<file path="src/rtl/ppc_pkg.sv">
// Shared types and constants for the polygon plane clipper.
// No dependencies; imported by every other file of the block.
`default_nettype none
package ppc_pkg;
    localparam int NCOMP         = 5;
    localparam int COMP_W        = 32;
    localparam int NORM_W        = 16;
    localparam int FRAC_W        = 16;
    localparam int MUL_A_W       = 34;
    localparam int MUL_B_W       = 17;
    localparam int MUL_P_W       = MUL_A_W + MUL_B_W;
    localparam int DOT_SHIFT     = 14;
    localparam int CNT_W         = 6;
    localparam int DEF_MAX_VERTS = 32;
    localparam int MAX_OUT       = 4;

    typedef enum logic [1:0] {
        CFG_NORMAL_X = 2'd0,
        CFG_NORMAL_Y = 2'd1,
        CFG_NORMAL_Z = 2'd2,
        CFG_OFFSET   = 2'd3
    } t_cfg_idx;

    typedef enum logic [3:0] {
        S_IDLE, S_DOT, S_DOTW, S_DIST, S_EDGE, S_PUSHA, S_CROSS,
        S_DIVW, S_MUL, S_MULW, S_PUSHM, S_NEXT, S_FINAL
    } t_state;

    typedef struct packed {
        logic start;
        logic clr;
    } t_mul_ctl;
endpackage
`default_nettype wire

</file>
<file path="src/rtl/ppc_mul.sv">
// Bit-serial signed multiply-accumulate unit, one multiplier bit per cycle.
// Depends on ppc_pkg.
`default_nettype none
module ppc_mul (
    input  wire                              i_clk,
    input  wire                              i_rst_n,
    input  ppc_pkg::t_mul_ctl                i_ctl,
    input  wire signed [ppc_pkg::MUL_A_W-1:0] i_a,
    input  wire signed [ppc_pkg::MUL_B_W-1:0] i_b,
    output logic                             o_done,
    output logic signed [ppc_pkg::MUL_P_W-1:0] o_acc
);
    import ppc_pkg::*;

    logic signed [MUL_P_W-1:0] r_ma, n_ma, r_acc, n_acc;
    logic [MUL_B_W-1:0]        r_mb, n_mb;
    logic [4:0]                r_cnt, n_cnt;

    always_comb begin
        n_ma  = r_ma;
        n_mb  = r_mb;
        n_acc = r_acc;
        n_cnt = r_cnt;
        if (i_ctl.start) begin
            n_ma  = MUL_P_W'(i_a);
            n_mb  = i_b;
            n_cnt = 5'(MUL_B_W);
            if (i_ctl.clr) begin
                n_acc = '0;
            end
        end else if (r_cnt != 5'd0) begin
            if (r_mb[0]) begin
                n_acc = (r_cnt == 5'd1) ? r_acc - r_ma : r_acc + r_ma;
            end
            n_ma  = r_ma <<< 1;
            n_mb  = r_mb >> 1;
            n_cnt = r_cnt - 5'd1;
        end
    end

    always_ff @(posedge i_clk) begin
        if (!i_rst_n) begin
            r_cnt <= '0;
        end else begin
            r_cnt <= n_cnt;
        end
        r_ma  <= n_ma;
        r_mb  <= n_mb;
        r_acc <= n_acc;
    end

    assign o_done = (r_cnt == 5'd0);
    assign o_acc  = r_acc;
endmodule
`default_nettype wire

</file>
<file path="src/rtl/ppc_div.sv">
// Restoring divider for the edge fraction, one quotient bit per cycle.
// Depends on ppc_pkg.
`default_nettype none
module ppc_div (
    input  wire                         i_clk,
    input  wire                         i_rst_n,
    input  wire                         i_start,
    input  wire [ppc_pkg::COMP_W-1:0]   i_num,
    input  wire [ppc_pkg::COMP_W:0]     i_den,
    output logic                        o_done,
    output logic [ppc_pkg::FRAC_W-1:0]  o_q
);
    import ppc_pkg::*;

    logic [COMP_W+1:0] r_rem, n_rem, w_t;
    logic [COMP_W:0]   r_den, n_den;
    logic [FRAC_W-1:0] r_q, n_q;
    logic [4:0]        r_cnt, n_cnt;

    always_comb begin
        n_rem = r_rem;
        n_den = r_den;
        n_q   = r_q;
        n_cnt = r_cnt;
        w_t   = {r_rem[COMP_W:0], 1'b0};
        if (i_start) begin
            n_rem = {2'b00, i_num};
            n_den = i_den;
            n_q   = '0;
            n_cnt = 5'(FRAC_W);
        end else if (r_cnt != 5'd0) begin
            if (w_t >= {1'b0, r_den}) begin
                n_rem = w_t - {1'b0, r_den};
                n_q   = {r_q[FRAC_W-2:0], 1'b1};
            end else begin
                n_rem = w_t;
                n_q   = {r_q[FRAC_W-2:0], 1'b0};
            end
            n_cnt = r_cnt - 5'd1;
        end
    end

    always_ff @(posedge i_clk) begin
        if (!i_rst_n) begin
            r_cnt <= '0;
        end else begin
            r_cnt <= n_cnt;
        end
        r_rem <= n_rem;
        r_den <= n_den;
        r_q   <= n_q;
    end

    assign o_done = (r_cnt == 5'd0);
    assign o_q    = r_q;
endmodule
`default_nettype wire

</file>
<file path="src/rtl/polygon_plane_clip_top.sv">
// Top level of the polygon plane clipper: sequencer, vertex stores, output register.
// Depends on ppc_pkg, ppc_mul and ppc_div.
//
// One vertex is taken per transfer and clipped against the configured plane,
// keeping the front side. A vertex's distance takes three serial multiplies,
// and each edge that crosses the plane adds a serial divide and five serial
// multiplies; all of these multiplies share the single bit-serial multiplier.
// Results are held back by one vertex so that the final one of a polygon
// carries is_last.
`default_nettype none
module polygon_plane_clip_top #(
    parameter int MAX_VERTS = ppc_pkg::DEF_MAX_VERTS
) (
    input  wire        i_clk,
    input  wire        i_rst_n,
    input  wire        i_cfg_we,
    input  wire [1:0]  i_cfg_idx,
    input  wire [31:0] i_cfg_data,
    input  wire        i_valid,
    output logic       o_stall,
    input  wire signed [31:0] i_pos_x,
    input  wire signed [31:0] i_pos_y,
    input  wire signed [31:0] i_pos_z,
    input  wire signed [31:0] i_tex_s,
    input  wire signed [31:0] i_tex_t,
    input  wire        i_last_vertex,
    output logic       o_valid,
    input  wire        i_stall,
    output logic signed [31:0] o_out_x,
    output logic signed [31:0] o_out_y,
    output logic signed [31:0] o_out_z,
    output logic signed [31:0] o_out_s,
    output logic signed [31:0] o_out_t,
    output logic       o_is_last,
    output logic       o_is_empty,
    output logic [5:0] o_vertex_number,
    output logic       o_too_many
);
    import ppc_pkg::*;

    typedef logic [NCOMP-1:0][COMP_W-1:0] t_vtx;

    t_state r_state, n_state;
    logic signed [NORM_W-1:0] r_nx, r_ny, r_nz;
    logic signed [COMP_W-1:0] r_off;
    t_vtx r_v, n_v, r_first, n_first, r_prev, n_prev, r_held, n_held, r_mid, n_mid;
    t_vtx r_ox, n_ox;
    logic signed [COMP_W-1:0] r_d, n_d, r_fd, n_fd, r_pd, n_pd;
    logic r_vlast, n_vlast, r_hv, n_hv, r_hf, n_hf, r_edge, n_edge;
    logic [2:0] r_k, n_k, r_c, n_c;
    logic [CNT_W-1:0] r_cnt, n_cnt, w_cnt_inc;
    logic r_ov, n_ov, r_olast, n_olast, r_oempty, n_oempty, r_otoo, n_otoo;
    logic [CNT_W-1:0] r_onum, n_onum;

    t_mul_ctl w_mctl;
    logic signed [MUL_A_W-1:0] w_ma;
    logic signed [MUL_B_W-1:0] w_mb;
    logic w_mdone, w_dstart, w_ddone, w_ofree, w_emit_held;
    logic signed [MUL_P_W-1:0] w_acc;
    logic [FRAC_W-1:0] w_q;
    t_vtx w_a, w_b;
    logic signed [COMP_W-1:0] w_da, w_db, w_dsat;
    logic [COMP_W-1:0] w_ua, w_ub;
    logic signed [MUL_P_W-DOT_SHIFT:0] w_dist;
    logic signed [NORM_W-1:0] w_norm;

    ppc_mul u_mul (
        .i_clk(i_clk), .i_rst_n(i_rst_n), .i_ctl(w_mctl), .i_a(w_ma), .i_b(w_mb),
        .o_done(w_mdone), .o_acc(w_acc)
    );

    ppc_div u_div (
        .i_clk(i_clk), .i_rst_n(i_rst_n), .i_start(w_dstart), .i_num(w_ua),
        .i_den({1'b0, w_ua} + {1'b0, w_ub}), .o_done(w_ddone), .o_q(w_q)
    );

    always_comb begin
        w_a  = r_edge ? r_v : r_prev;
        w_b  = r_edge ? r_first : r_v;
        w_da = r_edge ? r_d : r_pd;
        w_db = r_edge ? r_fd : r_d;
        w_ua = w_da[COMP_W-1] ? COMP_W'(-w_da) : COMP_W'(w_da);
        w_ub = w_db[COMP_W-1] ? COMP_W'(-w_db) : COMP_W'(w_db);
        unique case (r_c[1:0])
            2'd0:    w_norm = r_nx;
            2'd1:    w_norm = r_ny;
            default: w_norm = r_nz;
        endcase
        w_dist = (MUL_P_W-DOT_SHIFT+1)'(w_acc >>> DOT_SHIFT)
               - (MUL_P_W-DOT_SHIFT+1)'(r_off);
        if (w_dist > (MUL_P_W-DOT_SHIFT+1)'(64'sd2147483647)) begin
            w_dsat = 32'sh7FFFFFFF;
        end else if (w_dist < -(MUL_P_W-DOT_SHIFT+1)'(64'sd2147483648)) begin
            w_dsat = 32'sh80000000;
        end else begin
            w_dsat = COMP_W'(w_dist);
        end
        w_cnt_inc = (r_cnt == 6'd63) ? r_cnt : r_cnt + 6'd1;
        w_ofree   = !r_ov || !i_stall;
        w_emit_held = r_hv && (r_k < 3'(MAX_OUT));
    end

    always_comb begin
        n_state = r_state;
        n_v = r_v; n_first = r_first; n_prev = r_prev; n_held = r_held; n_mid = r_mid;
        n_d = r_d; n_fd = r_fd; n_pd = r_pd;
        n_vlast = r_vlast; n_hv = r_hv; n_hf = r_hf; n_edge = r_edge;
        n_k = r_k; n_c = r_c; n_cnt = r_cnt;
        n_ov = r_ov && i_stall;
        n_ox = r_ox; n_olast = r_olast; n_oempty = r_oempty;
        n_onum = r_onum; n_otoo = r_otoo;
        w_mctl = '0;
        w_ma = MUL_A_W'(signed'(r_v[r_c]));
        w_mb = MUL_B_W'(w_norm);
        w_dstart = 1'b0;
        o_stall = (r_state != S_IDLE);

        unique case (r_state)
            S_IDLE: begin
                if (i_valid) begin
                    n_v = {i_tex_t, i_tex_s, i_pos_z, i_pos_y, i_pos_x};
                    n_vlast = i_last_vertex;
                    n_k = '0;
                    n_c = '0;
                    n_state = S_DOT;
                end
            end
            S_DOT: begin
                w_mctl.start = 1'b1;
                w_mctl.clr = (r_c == 3'd0);
                n_state = S_DOTW;
            end
            S_DOTW: begin
                if (w_mdone) begin
                    if (r_c == 3'd2) begin
                        n_state = S_DIST;
                    end else begin
                        n_c = r_c + 3'd1;
                        n_state = S_DOT;
                    end
                end
            end
            S_DIST: begin
                n_d = w_dsat;
                n_edge = 1'b0;
                if (r_hf) begin
                    n_state = S_EDGE;
                end else begin
                    n_first = r_v;
                    n_fd = w_dsat;
                    n_hf = 1'b1;
                    n_state = S_NEXT;
                end
            end
            S_EDGE: begin
                n_state = w_da[COMP_W-1] ? S_CROSS : S_PUSHA;
            end
            S_PUSHA, S_PUSHM: begin
                if (!w_emit_held || w_ofree) begin
                    if (w_emit_held) begin
                        n_ov = 1'b1;
                        n_ox = r_held;
                        n_olast = 1'b0;
                        n_oempty = 1'b0;
                        n_cnt = w_cnt_inc;
                        n_onum = w_cnt_inc;
                        n_otoo = (w_cnt_inc >= CNT_W'(MAX_VERTS));
                    end
                    if (r_hv) begin
                        n_k = r_k + 3'd1;
                    end
                    n_held = (r_state == S_PUSHA) ? w_a : r_mid;
                    n_hv = 1'b1;
                    n_state = (r_state == S_PUSHA) ? S_CROSS : S_NEXT;
                end
            end
            S_CROSS: begin
                if (w_da != '0 && w_db != '0 && (w_da[COMP_W-1] != w_db[COMP_W-1])) begin
                    w_dstart = 1'b1;
                    n_state = S_DIVW;
                end else begin
                    n_state = S_NEXT;
                end
            end
            S_DIVW: begin
                if (w_ddone) begin
                    n_c = '0;
                    n_state = S_MUL;
                end
            end
            S_MUL: begin
                w_mctl.start = 1'b1;
                w_mctl.clr = 1'b1;
                w_ma = MUL_A_W'(signed'(w_b[r_c])) - MUL_A_W'(signed'(w_a[r_c]));
                w_mb = MUL_B_W'({1'b0, w_q});
                n_state = S_MULW;
            end
            S_MULW: begin
                if (w_mdone) begin
                    n_mid[r_c] = w_a[r_c] + w_acc[FRAC_W+COMP_W-1:FRAC_W];
                    if (r_c == 3'(NCOMP-1)) begin
                        n_state = S_PUSHM;
                    end else begin
                        n_c = r_c + 3'd1;
                        n_state = S_MUL;
                    end
                end
            end
            S_NEXT: begin
                if (r_edge) begin
                    n_state = S_FINAL;
                end else begin
                    n_prev = r_v;
                    n_pd = r_d;
                    if (r_vlast) begin
                        n_edge = 1'b1;
                        n_state = S_EDGE;
                    end else begin
                        n_state = S_IDLE;
                    end
                end
            end
            S_FINAL: begin
                if ((r_hv && !w_emit_held) || w_ofree) begin
                    if (!r_hv) begin
                        n_ov = 1'b1;
                        n_ox = '0;
                        n_olast = 1'b1;
                        n_oempty = 1'b1;
                        n_onum = '0;
                        n_otoo = 1'b0;
                    end else if (w_emit_held) begin
                        n_ov = 1'b1;
                        n_ox = r_held;
                        n_olast = 1'b1;
                        n_oempty = 1'b0;
                        n_onum = w_cnt_inc;
                        n_otoo = (w_cnt_inc >= CNT_W'(MAX_VERTS));
                    end
                    n_hv = 1'b0;
                    n_hf = 1'b0;
                    n_cnt = '0;
                    n_state = S_IDLE;
                end
            end
            default: n_state = S_IDLE;
        endcase
    end

    always_ff @(posedge i_clk) begin
        if (!i_rst_n) begin
            r_state <= S_IDLE;
            r_hv    <= 1'b0;
            r_hf    <= 1'b0;
            r_cnt   <= '0;
            r_ov    <= 1'b0;
            r_k     <= '0;
            r_nx    <= '0;
            r_ny    <= '0;
            r_nz    <= 16'sd16384;
            r_off   <= '0;
        end else begin
            r_state <= n_state;
            r_hv    <= n_hv;
            r_hf    <= n_hf;
            r_cnt   <= n_cnt;
            r_ov    <= n_ov;
            r_k     <= n_k;
            if (i_cfg_we) begin
                unique case (t_cfg_idx'(i_cfg_idx))
                    CFG_NORMAL_X: r_nx  <= i_cfg_data[NORM_W-1:0];
                    CFG_NORMAL_Y: r_ny  <= i_cfg_data[NORM_W-1:0];
                    CFG_NORMAL_Z: r_nz  <= i_cfg_data[NORM_W-1:0];
                    CFG_OFFSET:   r_off <= i_cfg_data;
                    default:      r_off <= r_off;
                endcase
            end
        end
        r_v <= n_v; r_first <= n_first; r_prev <= n_prev; r_held <= n_held;
        r_mid <= n_mid; r_d <= n_d; r_fd <= n_fd; r_pd <= n_pd;
        r_vlast <= n_vlast; r_edge <= n_edge; r_c <= n_c;
        r_ox <= n_ox; r_olast <= n_olast; r_oempty <= n_oempty;
        r_onum <= n_onum; r_otoo <= n_otoo;
    end

    assign o_valid = r_ov;
    assign o_out_x = r_ox[0];
    assign o_out_y = r_ox[1];
    assign o_out_z = r_ox[2];
    assign o_out_s = r_ox[3];
    assign o_out_t = r_ox[4];
    assign o_is_last = r_olast;
    assign o_is_empty = r_oempty;
    assign o_vertex_number = r_onum;
    assign o_too_many = r_otoo;

    a_empty_zero: assert property (@(posedge i_clk) disable iff (!i_rst_n)
        (r_ov && r_oempty) |-> (r_onum == '0 && r_ox == '0 && r_olast))
        else $error("empty result carries data");
    a_num_nonzero: assert property (@(posedge i_clk) disable iff (!i_rst_n)
        (r_ov && !r_oempty) |-> (r_onum != '0))
        else $error("vertex result without a count");
    a_idle_clean: assert property (@(posedge i_clk) disable iff (!i_rst_n)
        (r_state == S_IDLE && !r_hf) |-> !r_hv)
        else $error("held vertex outside a polygon");
    a_seq_bound: assert property (@(posedge i_clk) disable iff (!i_rst_n)
        r_k <= 3'd5)
        else $error("too many results for one vertex");
endmodule
`default_nettype wire
</file>
<file path="config.mk">
export PLATFORM = sky130hd
export DESIGN_NAME = polygon_plane_clip_top
export DESIGN_NICKNAME = d
export VERILOG_FILES = /design/src/rtl/ppc_pkg.sv /design/src/rtl/ppc_mul.sv /design/src/rtl/ppc_div.sv /design/src/rtl/polygon_plane_clip_top.sv
export SDC_FILE = /design/constraint.sdc
export NUM_CORES = 2
export LEC_CHECK = 0
export ABC_AREA = 1
export BUFFER_PORTS_ARGS = -buffer_cell sky130_fd_sc_hd__clkbuf_2
export CORE_ASPECT_RATIO = 1.5
export CORE_MARGIN = 2
export CORE_UTILIZATION = 25
export CTS_BUF_LIST = sky130_fd_sc_hd__clkbuf_2 sky130_fd_sc_hd__clkbuf_4 sky130_fd_sc_hd__clkbuf_8
export DETAILED_ROUTE_END_ITERATION = 7
export REMOVE_ABC_BUFFERS = 1
export SETUP_SLACK_MARGIN = 0.5
export SYNTH_ARGS = -nofsm -noshare
export SYNTH_HDL_FRONTEND = slang
export SYNTH_HIERARCHICAL = 1
export SYNTH_SLANG_ARGS = --single-unit
</file>
<file path="constraint.sdc">
create_clock -name i_clk -period 18.48 [get_ports i_clk]
set_input_delay 0.924 -clock i_clk [delete_from_list [all_inputs] [get_ports i_clk]]
set_output_delay 0.924 -clock i_clk [all_outputs]
set_load 0.05 [all_outputs]
</file>
==> out/results.txt <==
status: complete, no violations
Max VDD drop: 0.000113 V
minimum clock period: 6.64 ns
clock buffer depth: 4
initial antenna violation count: 37
RSZ-0062 raised after global routing: false
gr busiest metal: met2
DR WL/cell: 20.8 microns
Vias/cell: 4.62
Seq pwr share: 31.1%
met2 usage: 30.6%
LEAKAGE: 37.6 nW
vias in the first global route: 60000
Highest Clock Rate: 151 MHz
sequential fraction of the synthesis area: 52.7%
Cell Rows: 248
Remaining DRCs: 0
Max H-tree Level: 4
total I/O pin count: 371
asr flop ratio synth: 0%
Setup Skew: 0.179 ns
pin count of the biggest net entering global routing: 180
Core Area: 303000 sq um
Int Pwr: 8.38 mW
Final Slew Violations: 0
Switching Fraction: 47.8%
share of power burned in the clock network: 18.2%
wirelength, routed: 282 mm
IO buf count: 370
Required @ worst endpoint: 19.15 ns
maxcap violations: 0
Die Y: 680 microns
Syn-to-layout area delta: 15.5%
CP Capture Type: register
total power: 16.0 mW
worst-margin pin slew: 1.26 ns
antenna-violating nets left: 0
CTS Hold Buffers Added: 86
worst hold path type: input port to register
Clock transition at path regs: 0.06 ns
CTS tree: built
Final HPWL DP: 210 mm
critical path class: register to register
Worst setup SP type: register
Inserted Clock Buffers: 227
Synth Cell Area: 76100 sq um
Post-CTS Setup Repair Bufs: 0
critical path arrival: 7.31 ns
first-pass GRT wire length: 402 mm
starting density of the core: 25.1%
GRT Total Usage: 17.5%
clock sinks: 1377
Finished Layout Cells: 13500
DRT iter0 DRCs: 5446
Hold Vio Cnt, Final: 0
Setup-failing EPs final: 0
switching power of the nets: 7.67 mW
top_reg_cell synth: edfxtp_1
GRT overflow: 0
Pwr Density: 182 nW/um^2
Synth Register Bits: 1377
Comb pwr share: 50.7%
CTS resizes: 0
Mapped Cells: 8873
EDFF count, synth: 1254
Final period util: 35.9%
clock root buffer: clkbuf_8
die width: 455 microns
Mean Syn Cell Area: 8.58 sq um
RD Place Congestion: 0.951
GRT met1 Usage: 20.0%
relative slew slack: 15.5%
critical path peak fanout: 77
clock latency on the worst-skew pair: 1.06 ns
synth unique cells: 75
Total Die Area: 309000 sq um
GR Util met3: 2.71%
Final nets: 9751
drt pass-1 iters: 6
layout cells sized above 1: 11.2%
placed insts: 13000
synth warn: 6
Vias: 62400
-- per-stage QoR --
step                      util, %  hold slack [ns]  setup TNS (ns)  cell area (sq um)  setup slack [ns]
after global routing         29.0           0.0279               0              87900             11.27
after detailed placement     27.1            0.436               0              82300             11.92
after floorplan                 -            0.422         -482.63              74700             -2.51
final                        29.0            0.100               0              87900             11.84
after CTS                    29.0          0.00181               0              87900             11.94
after global placement       27.1            0.430               0              82300             11.93
-- critical path: stages (launching register included) --
cell      delay [ns]
edfxtp_1        0.39
buf_4           0.51
buf_4           0.72
buf_4           0.75
buf_4           0.67
nand2_1         0.10
o21ai_0         0.14
nor2_1          0.10
nor4_2          0.59
inv_1           0.12
ha_1            0.42
nand2_1         0.17
nor4_1          0.46
nand3_1         0.14
nand3_1         0.21
nand2_1         0.08
o211ai_1        0.13
nand2_1         0.09
nand2_1         0.09
xor2_1          0.41
-- layout by cell type (no fill, tap or decap), drive strengths merged, types with 41 or more instances in the layout --
cell	n
xor2	159
nor4	42
nand2	2803
nand4	41
dlygate4sd3	86
inv	1149
clkinv	99
nor2	765
nor3	86
dfxtp	123
clkbuf	654
ha	229
nand3	272
o22ai	90
buf	72
o21ai	748
xnor2	62
edfxtp	1254
a21oi	409
-- path summary, 6_finish.rpt --
path / startpoint / end / slack [ns] / depth (start not counted)
worst max-delay path: r_edge$_DFFE_PP_ / r_mid[61]$_DFFE_PP_ / 11.84 / 19
worst max register to register: r_edge$_DFFE_PP_ / r_mid[61]$_DFFE_PP_ / 11.84 / 19
worst min-delay path: i_pos_y[8] / r_v[40]$_DFFE_PP_ / 0.10 / 1
worst min register to register: r_d[4]$_DFFE_PP_ / r_pd[4]$_DFFE_PP_ / 0.34 / 0
-- per-layer routing --
layer	vias up	part of all wire, %
met5	-	0.052
met4	24	6.9
met1	29300	38
met2	2168	49
li1	30300	-
met3	665	5.9
-- cell usage after synthesis, types with 14 or more instances --
cell type     n  share of area (%)
nor4_2       22               0.36
inv_1      1117                5.5
o21a_1       19               0.19
a221oi_1     17               0.20
edfxtp_1   1254                 49
buf_6        18               0.27
o21ai_2      24               0.28
nand3b_1     15               0.15
buf_2        69               0.45
xnor2_1      62               0.71
dfxtp_1     123                3.2
nand4_1      39               0.32
a21o_1       23               0.23
a211oi_1     35               0.35
a41oi_1      16               0.18
nand3_2      17               0.22
nor3_1       76               0.50
buf_1        18              0.089
a31oi_1      25               0.21
ha_1        229                3.8
o21bai_1     38               0.37
xor2_1      158                1.8
o22ai_1      90               0.74
a22o_1       22               0.25
clkbuf_1    195               0.96
nand2_1    2760                 14
nand2_2      41               0.34
a21oi_1     401                2.6
or2_2        22               0.18
nor2_4       14               0.21
o21ai_0     667                4.4
nor2_2       34               0.28
nor2_1      717                3.5
nand3_1     255                1.7
inv_2        28               0.14
o21ai_1      56               0.37
nor4_1       20               0.16
-- state kept, by name, summed over array words and instances, names as in the netlist, 33 cells and up --
name,count
r_prev,160
r_first,160
u_div/r_den,33
u_mul/o_acc,51
r_v,160
u_div/r_rem,33
r_held,160
r_mid,160
u_mul/r_ma,51
-- kinds of logic after synthesis --
kind of cell / Yosys count / synth area share [%]
multiplexers: 13 / 0.173
AO/OA/AOI/OAI: 1493 / 11.1
flip-flops: 1377 / 52.7
AND/OR/NAND/NOR: 4071 / 22.0
adder cells (fa/ha/maj): 235 / 3.92
buffers and inverters: 1463 / 7.61
XOR/XNOR: 221 / 2.55
-- cell type report --
class                   instances  area, sq um
clock inverters               126         1180
multi-input cells            6033        30400
fillers                     32600       216000
clock buffers                 284         3570
inverters                    1149         4350
well taps                    4000         5000
diodes                         19         47.5
flip-flops and latches       1377        40100
repair buffers                528         3290
-- power by group through the flow --
| stage | sequential (mW) | combinational (mW) | clock, mW |
|---|---|---|---|
| 5_1_grt | 5.00 | 8.97 | 3.11 |
| 3_3_place_gp | 5.04 | 8.01 | 0 |
| 3_5_place_dp | 5.04 | 8.02 | 0 |
| 2_1_floorplan | 4.78 | 5.32 | 0 |
| 6_report | 4.99 | 8.13 | 2.92 |
| 4_1_cts | 4.98 | 8.08 | 3.00 |
(Power assumes the default switching activity.)
